===== config.mk =====
export PLATFORM = sky130hd
export DESIGN_NAME = longest_palindrome_word_finder_core_flat
export DESIGN_NICKNAME = d
export VERILOG_FILES = /design/src/design/lpwf_pkg.sv /design/src/design/lpwf_in_if.sv /design/src/design/lpwf_out_if.sv /design/src/design/longest_palindrome_word_finder_core.sv /design/src/design/lpwf_front.sv /design/src/design/lpwf_queue.sv /design/src/design/lpwf_back.sv /design/src/flat_wrapper.sv
export SDC_FILE = /design/constraint.sdc
export NUM_CORES = 2
export LEC_CHECK = 0
export BUFFER_PORTS_ARGS = -buffer_cell sky130_fd_sc_hd__buf_2
export CAP_MARGIN = 20
export CORE_ASPECT_RATIO = 0.6
export CORE_MARGIN = 2
export CORE_UTILIZATION = 57
export CTS_BUF_LIST = sky130_fd_sc_hd__clkbuf_16
export DETAILED_ROUTE_END_ITERATION = 8
export PLACE_DENSITY_LB_ADDON = 0.15
export SLEW_MARGIN = 20
export SYNTH_ARGS = -nofsm -noshare
export SYNTH_HDL_FRONTEND = slang
export SYNTH_SLANG_ARGS = --single-unit

===== constraint.sdc =====
create_clock -name i_clk -period 2.9 [get_ports i_clk]
set_clock_uncertainty 0.15 [all_clocks]
set_input_delay 0.29 -clock i_clk [delete_from_list [all_inputs] [get_ports i_clk]]
set_output_delay 0.29 -clock i_clk [all_outputs]
set_load 0.03 [all_outputs]

===== src/design/lpwf_pkg.sv =====
// ----------------------------------------------------------------------------
// Longest palindrome word finder package
// Shared widths, the command passed from front to back, the result layout
// and the back-end state type.
// ----------------------------------------------------------------------------
package lpwf_pkg;

    localparam int LEN_W          = 7;
    localparam int CNT_W          = 16;
    localparam int TOKEN_LIMIT_DEF = 99;
    localparam int Q_DEPTH        = 4;

    localparam logic [CNT_W-1:0] CNT_MAX = '1;

    // One classified byte as seen by the back end.
    typedef struct packed {
        logic             keep;     // store ch at wr_addr
        logic [LEN_W-1:0] wr_addr;
        logic [7:0]       ch;       // folded byte
        logic             finish;   // token ends with this byte
        logic [LEN_W-1:0] len;      // kept length of the ending token
        logic             eot;      // summary follows
    } t_cmd;

    typedef struct packed {
        logic             is_palindrome;
        logic [LEN_W-1:0] word_length;
        logic [LEN_W-1:0] longest_length;
        logic [CNT_W-1:0] longest_ordinal;
        logic [CNT_W-1:0] palindrome_count;
        logic             text_done;
    } t_result;

    typedef enum logic [1:0] {
        B_IDLE,
        B_WALK,
        B_RES,
        B_SUM
    } t_bstate;

endpackage


===== src/design/lpwf_in_if.sv =====
// ----------------------------------------------------------------------------
// Byte input channel
// Valid/ready channel that carries one text byte and its end-of-text flag.
// ----------------------------------------------------------------------------
interface lpwf_in_if;
    logic       valid;
    logic       ready;
    logic [7:0] ch;
    logic       end_of_text;

    modport source (output valid, output ch, output end_of_text, input ready);
    modport sink   (input valid, input ch, input end_of_text, output ready);
endinterface


===== src/design/lpwf_out_if.sv =====
// ----------------------------------------------------------------------------
// Result output channel
// Valid/ready channel that carries one word or summary result.
// ----------------------------------------------------------------------------
interface lpwf_out_if;
    import lpwf_pkg::*;

    logic             valid;
    logic             ready;
    logic             is_palindrome;
    logic [LEN_W-1:0] word_length;
    logic [LEN_W-1:0] longest_length;
    logic [CNT_W-1:0] longest_ordinal;
    logic [CNT_W-1:0] palindrome_count;
    logic             text_done;

    modport source (output valid, output is_palindrome, output word_length,
                    output longest_length, output longest_ordinal,
                    output palindrome_count, output text_done, input ready);
    modport sink   (input valid, input is_palindrome, input word_length,
                    input longest_length, input longest_ordinal,
                    input palindrome_count, input text_done, output ready);
endinterface


===== src/design/longest_palindrome_word_finder_core.sv =====
// ----------------------------------------------------------------------------
// Longest palindrome word finder
// Reads text one byte at a time and reports, for every whitespace-separated
// token, whether its letters and digits read the same both ways.
// ----------------------------------------------------------------------------
// The classifier takes one byte per cycle into a four-entry queue. The
// checker takes each queued byte in turn, kept or dropped, and at the end
// of a token walks the word store from both ends, one pair per cycle. The
// result of the word is then registered, and an end-of-text summary follows
// it. The input stalls only while the queue is full, and the output register
// lets the next word be checked while a result waits to be taken.
module longest_palindrome_word_finder_core #(
    parameter int TOKEN_LIMIT = lpwf_pkg::TOKEN_LIMIT_DEF
) (
    input  logic       i_clk,
    input  logic       i_rst_n,
    lpwf_in_if.sink    i_byte,
    lpwf_out_if.source o_result
);
    import lpwf_pkg::*;

    logic push_valid;
    logic push_ready;
    t_cmd push_data;
    logic pop_valid;
    logic pop_ready;
    t_cmd pop_data;

    lpwf_front #(
        .TOKEN_LIMIT (TOKEN_LIMIT)
    ) u_front (
        .i_clk        (i_clk),
        .i_rst_n      (i_rst_n),
        .i_byte       (i_byte),
        .o_push_valid (push_valid),
        .o_push_data  (push_data),
        .i_push_ready (push_ready)
    );

    lpwf_queue u_queue (
        .i_clk        (i_clk),
        .i_rst_n      (i_rst_n),
        .i_push_valid (push_valid),
        .i_push_data  (push_data),
        .o_push_ready (push_ready),
        .o_pop_valid  (pop_valid),
        .o_pop_data   (pop_data),
        .i_pop_ready  (pop_ready)
    );

    lpwf_back #(
        .TOKEN_LIMIT (TOKEN_LIMIT)
    ) u_back (
        .i_clk       (i_clk),
        .i_rst_n     (i_rst_n),
        .i_pop_valid (pop_valid),
        .i_pop_data  (pop_data),
        .o_pop_ready (pop_ready),
        .o_result    (o_result)
    );

endmodule


===== src/design/lpwf_front.sv =====
// ----------------------------------------------------------------------------
// Byte classifier
// Splits the byte stream into tokens, folds and filters letters and digits,
// and turns every byte into a command for the back end.
// ----------------------------------------------------------------------------
module lpwf_front #(
    parameter int TOKEN_LIMIT = lpwf_pkg::TOKEN_LIMIT_DEF
) (
    input  logic           i_clk,
    input  logic           i_rst_n,
    lpwf_in_if.sink        i_byte,
    output logic           o_push_valid,
    output lpwf_pkg::t_cmd o_push_data,
    input  logic           i_push_ready
);
    import lpwf_pkg::*;

    logic [LEN_W-1:0] r_raw, n_raw;
    logic [LEN_W-1:0] r_kept, n_kept;
    logic [LEN_W:0]   raw_inc;
    logic             is_space;
    logic             is_alnum;
    logic             keep;
    logic             finish;
    logic [7:0]       folded;
    logic             accept;

    assign i_byte.ready = i_push_ready;
    assign accept       = i_byte.valid && i_push_ready;
    assign o_push_valid = i_byte.valid;

    always_comb begin
        is_space = i_byte.ch inside {8'h20, [8'h09:8'h0D]};
        is_alnum = i_byte.ch inside {[8'h30:8'h39], [8'h41:8'h5A], [8'h61:8'h7A]};
        folded   = (i_byte.ch inside {[8'h41:8'h5A]}) ? i_byte.ch + 8'd32 : i_byte.ch;
        raw_inc  = {1'b0, r_raw} + {{LEN_W{1'b0}}, 1'b1};
        keep     = !is_space && is_alnum && (r_kept < LEN_W'(TOKEN_LIMIT));
        // A non-space byte always leaves an open token, so end of text closes it.
        if (is_space) begin
            finish = (r_raw != '0);
        end else begin
            finish = (raw_inc >= (LEN_W+1)'(TOKEN_LIMIT)) || i_byte.end_of_text;
        end

        o_push_data.keep    = keep;
        o_push_data.wr_addr = r_kept;
        o_push_data.ch      = folded;
        o_push_data.finish  = finish;
        o_push_data.len     = r_kept + LEN_W'(keep);
        o_push_data.eot     = i_byte.end_of_text;

        if (finish || i_byte.end_of_text) begin
            n_raw  = '0;
            n_kept = '0;
        end else if (is_space) begin
            n_raw  = r_raw;
            n_kept = r_kept;
        end else begin
            n_raw  = raw_inc[LEN_W-1:0];
            n_kept = r_kept + LEN_W'(keep);
        end
    end

    always_ff @(posedge i_clk) begin
        if (!i_rst_n) begin
            r_raw  <= '0;
            r_kept <= '0;
        end else if (accept) begin
            r_raw  <= n_raw;
            r_kept <= n_kept;
        end
    end

endmodule


===== src/design/lpwf_queue.sv =====
// ----------------------------------------------------------------------------
// Command queue
// Small first-in first-out buffer between the classifier and the back end.
// ----------------------------------------------------------------------------
module lpwf_queue (
    input  logic           i_clk,
    input  logic           i_rst_n,
    input  logic           i_push_valid,
    input  lpwf_pkg::t_cmd i_push_data,
    output logic           o_push_ready,
    output logic           o_pop_valid,
    output lpwf_pkg::t_cmd o_pop_data,
    input  logic           i_pop_ready
);
    import lpwf_pkg::*;

    localparam int PTR_W = $clog2(Q_DEPTH);

    t_cmd             r_mem [Q_DEPTH];
    logic [PTR_W-1:0] r_wr_ptr;
    logic [PTR_W-1:0] r_rd_ptr;
    logic [PTR_W:0]   r_count;
    logic             push;
    logic             pop;

    assign o_push_ready = (r_count != (PTR_W+1)'(Q_DEPTH));
    assign o_pop_valid  = (r_count != '0);
    assign o_pop_data   = r_mem[r_rd_ptr];
    assign push         = i_push_valid && o_push_ready;
    assign pop          = o_pop_valid && i_pop_ready;

    always_ff @(posedge i_clk) begin
        if (push) begin
            r_mem[r_wr_ptr] <= i_push_data;
        end
    end

    always_ff @(posedge i_clk) begin
        if (!i_rst_n) begin
            r_wr_ptr <= '0;
            r_rd_ptr <= '0;
            r_count  <= '0;
        end else begin
            if (push) begin
                r_wr_ptr <= r_wr_ptr + PTR_W'(1);
            end
            if (pop) begin
                r_rd_ptr <= r_rd_ptr + PTR_W'(1);
            end
            if (push && !pop) begin
                r_count <= r_count + (PTR_W+1)'(1);
            end else if (pop && !push) begin
                r_count <= r_count - (PTR_W+1)'(1);
            end
        end
    end

endmodule


===== src/design/lpwf_back.sv =====
// ----------------------------------------------------------------------------
// Word checker
// Stores kept bytes, walks each finished word from both ends, keeps the
// longest palindrome and the count, and drives the result register.
// ----------------------------------------------------------------------------
module lpwf_back #(
    parameter int TOKEN_LIMIT = lpwf_pkg::TOKEN_LIMIT_DEF
) (
    input  logic           i_clk,
    input  logic           i_rst_n,
    input  logic           i_pop_valid,
    input  lpwf_pkg::t_cmd i_pop_data,
    output logic           o_pop_ready,
    lpwf_out_if.source     o_result
);
    import lpwf_pkg::*;

    localparam int ADDR_W = $clog2(TOKEN_LIMIT);

    logic [7:0]       r_store [TOKEN_LIMIT];
    logic [7:0]       r_rd_lo;
    logic [7:0]       r_rd_hi;

    t_bstate          r_state, n_state;
    logic [LEN_W-1:0] r_len;
    logic [LEN_W-1:0] r_lo;
    logic [LEN_W-1:0] r_hi;
    logic             r_pal;
    logic             r_rd_vld;
    logic             r_eot;
    logic [LEN_W-1:0] r_best_len;
    logic [CNT_W-1:0] r_best_ord;
    logic [CNT_W-1:0] r_count;
    t_result          r_out;
    logic             r_out_vld;

    logic             pop;
    logic             issue;
    logic             slot_free;
    logic             load_res;
    logic             load_sum;
    logic [CNT_W-1:0] n_count;
    logic [LEN_W-1:0] n_best_len;
    logic [CNT_W-1:0] n_best_ord;

    assign pop       = (r_state == B_IDLE) && i_pop_valid;
    assign issue     = (r_state == B_WALK) && (r_len != '0) && (r_lo < r_hi);
    assign slot_free = !r_out_vld || o_result.ready;

    // Next state.
    always_comb begin
        n_state = r_state;
        case (r_state)
            B_IDLE: begin
                if (pop) begin
                    if (i_pop_data.finish) begin
                        n_state = B_WALK;
                    end else if (i_pop_data.eot) begin
                        n_state = B_SUM;
                    end
                end
            end
            B_WALK: begin
                if (!issue && !r_rd_vld) begin
                    n_state = B_RES;
                end
            end
            B_RES: begin
                if (slot_free) begin
                    n_state = r_eot ? B_SUM : B_IDLE;
                end
            end
            B_SUM: begin
                if (slot_free) begin
                    n_state = B_IDLE;
                end
            end
            default: n_state = B_IDLE;
        endcase
    end

    // Outputs and running totals.
    always_comb begin
        o_pop_ready = (r_state == B_IDLE);
        load_res    = (r_state == B_RES) && slot_free;
        load_sum    = (r_state == B_SUM) && slot_free;
        n_count     = r_count;
        n_best_len  = r_best_len;
        n_best_ord  = r_best_ord;
        if (r_pal) begin
            n_count = (r_count == CNT_MAX) ? r_count : r_count + CNT_W'(1);
            if (r_len > r_best_len) begin
                n_best_len = r_len;
                n_best_ord = n_count;
            end
        end
    end

    // Kept bytes; each walk step reads one pair.
    always_ff @(posedge i_clk) begin
        if (pop && i_pop_data.keep) begin
            r_store[i_pop_data.wr_addr[ADDR_W-1:0]] <= i_pop_data.ch;
        end
        if (issue) begin
            r_rd_lo <= r_store[r_lo[ADDR_W-1:0]];
            r_rd_hi <= r_store[r_hi[ADDR_W-1:0]];
        end
    end

    always_ff @(posedge i_clk) begin
        if (!i_rst_n) begin
            r_state    <= B_IDLE;
            r_rd_vld   <= 1'b0;
            r_best_len <= '0;
            r_best_ord <= '0;
            r_count    <= '0;
            r_out_vld  <= 1'b0;
            r_pal      <= 1'b0;
            r_eot      <= 1'b0;
        end else begin
            r_state <= n_state;
            if (pop) begin
                r_len    <= i_pop_data.len;
                r_lo     <= '0;
                r_hi     <= i_pop_data.len - LEN_W'(1);
                r_pal    <= (i_pop_data.len != '0);
                r_eot    <= i_pop_data.eot;
                r_rd_vld <= 1'b0;
            end else if (r_state == B_WALK) begin
                r_rd_vld <= issue;
                if (issue) begin
                    r_lo <= r_lo + LEN_W'(1);
                    r_hi <= r_hi - LEN_W'(1);
                end
                if (r_rd_vld && (r_rd_lo != r_rd_hi)) begin
                    r_pal <= 1'b0;
                end
            end

            if (load_res) begin
                r_count    <= n_count;
                r_best_len <= n_best_len;
                r_best_ord <= n_best_ord;
            end else if (load_sum) begin
                r_count    <= '0;
                r_best_len <= '0;
                r_best_ord <= '0;
            end

            if (load_res || load_sum) begin
                r_out_vld <= 1'b1;
            end else if (o_result.ready) begin
                r_out_vld <= 1'b0;
            end
        end
    end

    always_ff @(posedge i_clk) begin
        if (load_res) begin
            r_out.is_palindrome    <= r_pal;
            r_out.word_length      <= r_len;
            r_out.longest_length   <= n_best_len;
            r_out.longest_ordinal  <= n_best_ord;
            r_out.palindrome_count <= n_count;
            r_out.text_done        <= 1'b0;
        end else if (load_sum) begin
            r_out.is_palindrome    <= 1'b0;
            r_out.word_length      <= '0;
            r_out.longest_length   <= r_best_len;
            r_out.longest_ordinal  <= r_best_ord;
            r_out.palindrome_count <= r_count;
            r_out.text_done        <= 1'b1;
        end
    end

    assign o_result.valid            = r_out_vld;
    assign o_result.is_palindrome    = r_out.is_palindrome;
    assign o_result.word_length      = r_out.word_length;
    assign o_result.longest_length   = r_out.longest_length;
    assign o_result.longest_ordinal  = r_out.longest_ordinal;
    assign o_result.palindrome_count = r_out.palindrome_count;
    assign o_result.text_done        = r_out.text_done;

endmodule


===== src/flat_wrapper.sv =====
// flat-port wrapper written by rule: the top's interface ports become plain ports
module longest_palindrome_word_finder_core_flat import lpwf_pkg::*;
#(
    parameter int TOKEN_LIMIT = lpwf_pkg::TOKEN_LIMIT_DEF
)
  (i_clk, i_rst_n, i_byte_valid, i_byte_ch, i_byte_end_of_text, i_byte_ready, o_result_valid, o_result_is_palindrome, o_result_word_length, o_result_longest_length, o_result_longest_ordinal, o_result_palindrome_count, o_result_text_done, o_result_ready);
  lpwf_in_if i_byte_i ();
  lpwf_out_if o_result_i ();
  input  logic i_clk;
  input  logic i_rst_n;
  input wire logic [$bits(i_byte_i.valid)-1:0] i_byte_valid;
  input wire logic [$bits(i_byte_i.ch)-1:0] i_byte_ch;
  input wire logic [$bits(i_byte_i.end_of_text)-1:0] i_byte_end_of_text;
  output wire logic [$bits(i_byte_i.ready)-1:0] i_byte_ready;
  output wire logic [$bits(o_result_i.valid)-1:0] o_result_valid;
  output wire logic [$bits(o_result_i.is_palindrome)-1:0] o_result_is_palindrome;
  output wire logic [$bits(o_result_i.word_length)-1:0] o_result_word_length;
  output wire logic [$bits(o_result_i.longest_length)-1:0] o_result_longest_length;
  output wire logic [$bits(o_result_i.longest_ordinal)-1:0] o_result_longest_ordinal;
  output wire logic [$bits(o_result_i.palindrome_count)-1:0] o_result_palindrome_count;
  output wire logic [$bits(o_result_i.text_done)-1:0] o_result_text_done;
  input wire logic [$bits(o_result_i.ready)-1:0] o_result_ready;
  assign i_byte_i.valid = i_byte_valid;
  assign i_byte_i.ch = i_byte_ch;
  assign i_byte_i.end_of_text = i_byte_end_of_text;
  assign i_byte_ready = i_byte_i.ready;
  assign o_result_valid = o_result_i.valid;
  assign o_result_is_palindrome = o_result_i.is_palindrome;
  assign o_result_word_length = o_result_i.word_length;
  assign o_result_longest_length = o_result_i.longest_length;
  assign o_result_longest_ordinal = o_result_i.longest_ordinal;
  assign o_result_palindrome_count = o_result_i.palindrome_count;
  assign o_result_text_done = o_result_i.text_done;
  assign o_result_i.ready = o_result_ready;
  longest_palindrome_word_finder_core #(.TOKEN_LIMIT(TOKEN_LIMIT)) u_core (.i_clk(i_clk), .i_rst_n(i_rst_n), .i_byte(i_byte_i), .o_result(o_result_i));
endmodule

== After elaboration in Yosys (flattened, before gate mapping) ==
Memory sizes are Yosys's and may differ from the RTL's. A register that Yosys moved wholly into a read port is not among the register bits.
Index checks and enable logic that the tools add are counted.
Cells by class
  add/subtract/negate cells: 11
  magnitude comparators: 12
  equal/unequal tests: 13
  multiplexer cells: 45
  bitwise gates (word level): 1
  reduce and logical (&&, ||, !) cells: 46
Operators by type and width (count)
  $mux 16: 7
  $mux 48: 2
  $mux 7: 13
  $ge 8x7->1 const B: 3
  $reduce_bool 7->1: 3
  $mux 2: 9
  $logic_and 1x1->1: 17
  $add 16x1->16 const B: 1
  $eq 16x16->1 const B: 1
  $le 8x7->1 const B: 2
  $reduce_bool 2->1: 7
  $sub 7x1->7 const B: 2
  $mux 1: 10
  $add 7x1->8 const B: 1
  $add 8x6->8 const B: 1
  $eq 8x6->1 const B: 1
  $ge 8x4->1 const B: 1
  $ge 8x6->1 const B: 1
  $le 8x4->1 const B: 1
  $le 8x6->1 const B: 1
  $mux 8: 1
  $ne 8x8->1: 1
  $pmux 2 s4: 1
  $add 7x1->7: 1
  other kinds (23): 40
Storage, ports and cells
  flip-flop bits (word level): 135
  RAM bits: 892
  input port bits: 13
  output and inout port bits: 50
  logic and storage cells: 152
  memories kept: 2
Memory list
  u_core.u_back.r_store: words 99, width 8, read ports 2, clocked after Yosys merged registers in 2, wr ports 1, line lpwf_back.sv:20  | logic [7:0] r_store [TOKEN_LIMIT];
  u_core.u_queue.r_mem: words 4, width 25, read ports 1, clocked after Yosys merged registers in 1, wr ports 1, line lpwf_queue.sv:19  | t_cmd r_mem [Q_DEPTH];

== Depth between registers and ports, before layout ==
  depth in word-level cells: 9
  gate-level depth with buffers: 14
  depth with buffers taken out: 14

== Cells and area by module ==
A second synthesis with hierarchy kept.
Second synthesis, totals
  cell total of the unflattened synthesis: 2892
  area, all modules: 48721.7 µm²
Modules (own cells, without submodules)
  lpwf_back: instances 1, cells each 2546, area each 43334.1 µm², sequential area each 27226.1 µm²
  lpwf_queue: instances 1, cells each 179, area each 4146.5 µm², sequential area each 3183.1 µm²
  lpwf_front: instances 1, cells each 167, area each 1241.2 µm², sequential area each 280.3 µm²

== Least setup slack after synthesis ==
OpenSTA, ideal clock, no wires.
  path kind: register to register
  from: reg u_core.u_back.r_hi[1]
  to: reg u_core.u_back.r_hi[0] (enable)
  library setup time: 364 ps
  arrival time: 2722 ps
  required time: 2386 ps
  slack: -336 ps
  cell stages (with the launch flop): 10
  buffers on the path: 3
  clock period less this slack: 3236 ps
  path through: edfxtp_1 buf_2 inv_1 clkbuf_1 clkbuf_1 ha_1 a21o_1 a211oi_1 o21a_1 o21a_1
Between the ends
  word-level cells in the longest chain between the ends: 4
RTL lines
  from (decl): line lpwf_back.sv:27  | logic [LEN_W-1:0] r_hi;
  from (signal assigned): line lpwf_back.sv:125  | r_hi <= i_pop_data.len - LEN_W'(1);
  from (signal assigned): line lpwf_back.sv:133  | r_hi <= r_hi - LEN_W'(1);
  $lt 7x7->1: line lpwf_back.sv:47  | assign issue = (r_state == B_WALK) && (r_len != '0) && (r_lo < r_hi);
  $logic_and 1x1->1: line lpwf_back.sv:47
  net u_core.u_back.issue: line lpwf_back.sv:38  | logic issue;
  $reduce_bool 2->1 (no source line)
  $reduce_and 3->1 (no source line)
The timed path passes the listed nets, and every way through them passes these cells.
A chain may end at the register's enable or synchronous reset.

== Worst setup path in the final report ==
  from: reg u_core.u_back.r_hi[0]
  to: reg u_core.u_back.r_rd_hi[1], read port of u_core.u_back.r_store (data pin)
Between the ends
  word-level cells in the longest chain between the ends: 2
RTL lines
  $lt 7x7->1: line lpwf_back.sv:47
  $logic_and 1x1->1: line lpwf_back.sv:47
  to (decl): line lpwf_back.sv:22  | logic [7:0] r_rd_hi;
Parallel ways exist; a longest one is shown, timed or not.

==> flow_summary_export.csv <==
group,metric,value,unit
routing,final_antenna_net_count,0,
worst_hold_path,hold_path.class,"in -> reg",
run_status,violations,"setup timing",
routing,drc,0,
logic_synthesis,synth_compound_area_share,5.52,%
power,switching_share,36.3,%
logic_synthesis,yosysTopAreaCell,"edfxtp_1",
floorplanning,die_h,230,microns
worst_setup_path,worst_path_largest_cell_delay,490,ps
floorplanning,core-area,0.0838,sq mm
timing,finalMaxSlewViolations,0,
logic_synthesis,yosysWarnings,0,
cts,path_clk_slew,70,ps
logic_synthesis,muxShareOfSynthArea,21.8,%
worst_setup_path,worstSetupPathType,"reg -> reg",
power,power_density,1020,mW/mm^2
timing,hold_viol_final,0,
cts,clk_path_buf_depth,3,
timing,finalWorstSetupSlack,-73.7,ps
logic_synthesis,synthSimpleGateAreaFrac,5.32,%
placed_design,hpwl,96100,microns
final_layout,finalNonFillerCells,4442,
grt,grt.total_usage,32.4,%
timing,tightestPinTransition,1160,ps
logic_synthesis,synthTopCellsByArea,"edfxtp_1 60%, mux4_2 18%, mux2i_1 3.2%",
cts,cts-root-buf,"clkbuf_16",
logic_synthesis,synth_top_family_by_area,"multiplexers",
routing,drt-pass1-iter-count,6,
timing,finalSetupTns,-238,ps
grt,grt_pass1_wl,205000,microns
logic_synthesis,ys_ff_latch,1045,
routing,drt_iter0_drc,4810,
worst_setup_path,cp-end-kind,"flop",
floorplanning,row_count,82,
logic_synthesis,synth.top_cell.area_share,60.5,%
worst_setup_path,r2r_cells,10,
logic_synthesis,yosys.area_share.xor_xnor,0.886,%
cts,clock_latency,700,ps
worst_setup_path,crit_chain,"buf_6 > buf_12 > buf_6 > buf_16 > buf_4 > mux4_2 > mux4_2 > nor2b_2 > a21oi_2 > nand3_1",
placed_design,dp.cells,4203,
floorplanning,ioPinCount,63,
final_layout,fin_util,68.1,%
placed_design,dp_slack,-440,ps
logic_synthesis,postSynthCellCount,2850,
run_status,outcome,"finished, violations left",
worst_setup_path,slowest_stage,"mux4_2",
power,max-vdd-ir-drop,0.00118,V
routing,drt_wl_total,143000,microns
final_layout,stdcell_area,0.0571,sq mm
floorplanning,dieWidth,380,microns
worst_setup_path,crit_arrival,3250,ps
logic_synthesis,synth_area,0.0485,sq mm
timing,hold_ws,16.9,ps
grt,first_global_vias,29600,
logic_synthesis,synthArstFlopShare,0,%
placed_design,place_area,0.0524,sq mm
power,pwr-share-clk,21.8,%
cts,cts.sinks,1045,
power,switchingPower,21.1,mW
routing,wire_per_inst,32.1,microns
cts,htree_num_levels,3,
power,comb_power_share,44.9,%
worst_hold_path,hold_depth,3,
final_layout,fin_nets,3278,
final_layout,drive_gt1_share,35.6,%
power,seq_power_share,33.3,%
logic_synthesis,syn_nets,2892,
logic_synthesis,synth_area_per_cell,17.0,sq um
timing,fin_crit,2970,ps
grt,grt_max_degree,100,
placed_design,place.gp.congestion,0.965,
final_layout,final_cell_mix,"976 x edfxtp_1, 384 x mux4_2, 309 x buf_4",
timing,relSlewSlack,22.7,%
logic_synthesis,synth_cell_types,78,
logic_synthesis,yosysSeqAreaShare,63.3,%
routing,viasPerCell,6.93,
cts,cts_tree,"done",
placed_design,portBuffers,62,
timing,rsz0062_at_grt,"yes",
floorplanning,start_util,57.8,%
final_layout,mostFrequentLayoutCell,"edfxtp_1",
worst_setup_path,cp_data_required_time,3180,ps
worst_setup_path,cp_max_fo,6,
final_layout,area_delta_synth_final,17.9,%
logic_synthesis,synth_edf_count,976,
timing,max_freq,336,MHz
cts,cts_buffers,94,
grt,grt_overflow,0,
worst_setup_path,start_kind,"flop",
grt,antenna_found_initial,2,
routing,via_count,30800,
floorplanning,dieArea,0.0874,sq mm
timing,finalSetupViolCount,8,
timing,min_period_over_period,103,%
logic_synthesis,synth_flop_cell,"edfxtp_1",
power,leakage,19.1,nW
power,intPower,37.0,mW
logic_synthesis,synth_fa_ha_area_share,0.764,%
power,total_power,58.1,mW
flow_run,drv_cap,0,
-- worst paths after layout --
path,from,to,slack (ps)
worst max-delay path,u_core.u_back.r_hi[0],u_core.u_back.r_rd_hi[1],-70
worst min-delay path,i_byte_ch[5],u_core.u_queue.r_mem[0][14],20
worst max register to register,u_core.u_back.r_hi[0],u_core.u_back.r_rd_hi[1],-70
worst min register to register,u_core.u_back.r_best_ord[11],u_core.u_back.r_best_ord[11],310
-- layout make-up --
cell class | count | area, sq um
multi-input combinational | 1588 | 17400
fill | 5517 | 26700
inverter | 29 | 109
clock inverter | 71 | 647
timing repair buffer | 478 | 4510
sequential | 1045 | 30700
clock buffer | 95 | 2380
tap | 1134 | 1420
antenna | 2 | 5.00
-- cells in the mapped netlist, types with 5 or more instances --
cell	n
o221ai_1	8
ha_1	28
nor2_1	215
and2_1	19
edfxtp_1	976
a22o_1	27
nand4_1	15
and3_1	22
a211oi_1	11
a21oi_1	78
nor4_1	5
dfxtp_1	69
a22oi_1	57
buf_4	28
nor3_1	17
o21a_1	7
xnor2_1	32
clkbuf_1	68
nand2_1	149
or3_1	7
o21ai_0	77
mux2i_1	156
mux4_2	392
a21o_1	8
nor2b_1	38
mux2_2	14
a221oi_1	28
buf_2	60
o211ai_1	5
nand3_1	39
a31oi_1	8
buf_1	9
o22ai_1	12
a21boi_0	8
a2111oi_0	10
nand2b_1	15
buf_6	22
xor2_1	17
inv_1	25
-- per-layer routing --
metal / up-vias / track usage [%] / routed length [microns]
li1: 12500 / - / -
met1: 15900 / 51.9 / 59700
met2: 2267 / 41.8 / 57300
met3: 199 / 12.6 / 23000
met4: 0 / 6.44 / 2730
met5: - / 0 / 0
-- state kept, by name, indices dropped and copies added (netlist names), 3 cells and up, named ones only --
register,flops
u_core.u_back.o_result.palindrome_count,16
u_core.u_queue.r_count,3
u_core.u_back.r_best_ord,16
u_core.u_back.r_len,7
u_core.u_back.r_hi,7
u_core.u_front.r_raw,7
u_core.u_back.r_rd_hi,8
u_core.u_back.r_best_len,7
u_core.u_back.o_result.longest_length,7
u_core.u_back.r_count,16
u_core.u_back.r_rd_lo,8
u_core.u_back.o_result.longest_ordinal,16
u_core.u_back.r_lo,7
u_core.u_queue.r_mem,100
u_core.u_back.r_store,792
u_core.u_front.r_kept,7
u_core.u_back.o_result.word_length,7
-- logic make-up after synthesis --
group,after synthesis
muxes,562
buffers and inverters,217
adders and majority gates,29
xor gates and xnor gates,49
DFF,1045
and+or+nand+nor,562
AOI/OAI and AO/OA,386
-- power by group through the flow --
stage | logic [mW] | clock network, mW | registers, mW
finish | 26.1 | 12.6 | 19.3
global route | 27.1 | 13.3 | 19.4
CTS | 24.1 | 12.7 | 19.3
detailed placement | 23.1 | 0 | 19.7
global placement | 22.7 | 0 | 19.6
floorplan | 12.8 | 0 | 19.9
-- critical path, delay by kind of cell, from the launching register on --
family / cells / cell delay, ps
flops: 1 / 420
compound gates: 1 / 190
buf+inv: 5 / 710
mux: 2 / 970
simple gates: 2 / 270
-- repair_timing --
item	4_1_cts	5_1_grt
resized for setup	111	136
pin swaps	11	36
buffers inserted	19	35
hold buffers	11	0
hold endpoints to repair	49	0
setup endpoints to repair	409	607
cloned	4	5
(Power assumes the default switching activity.)
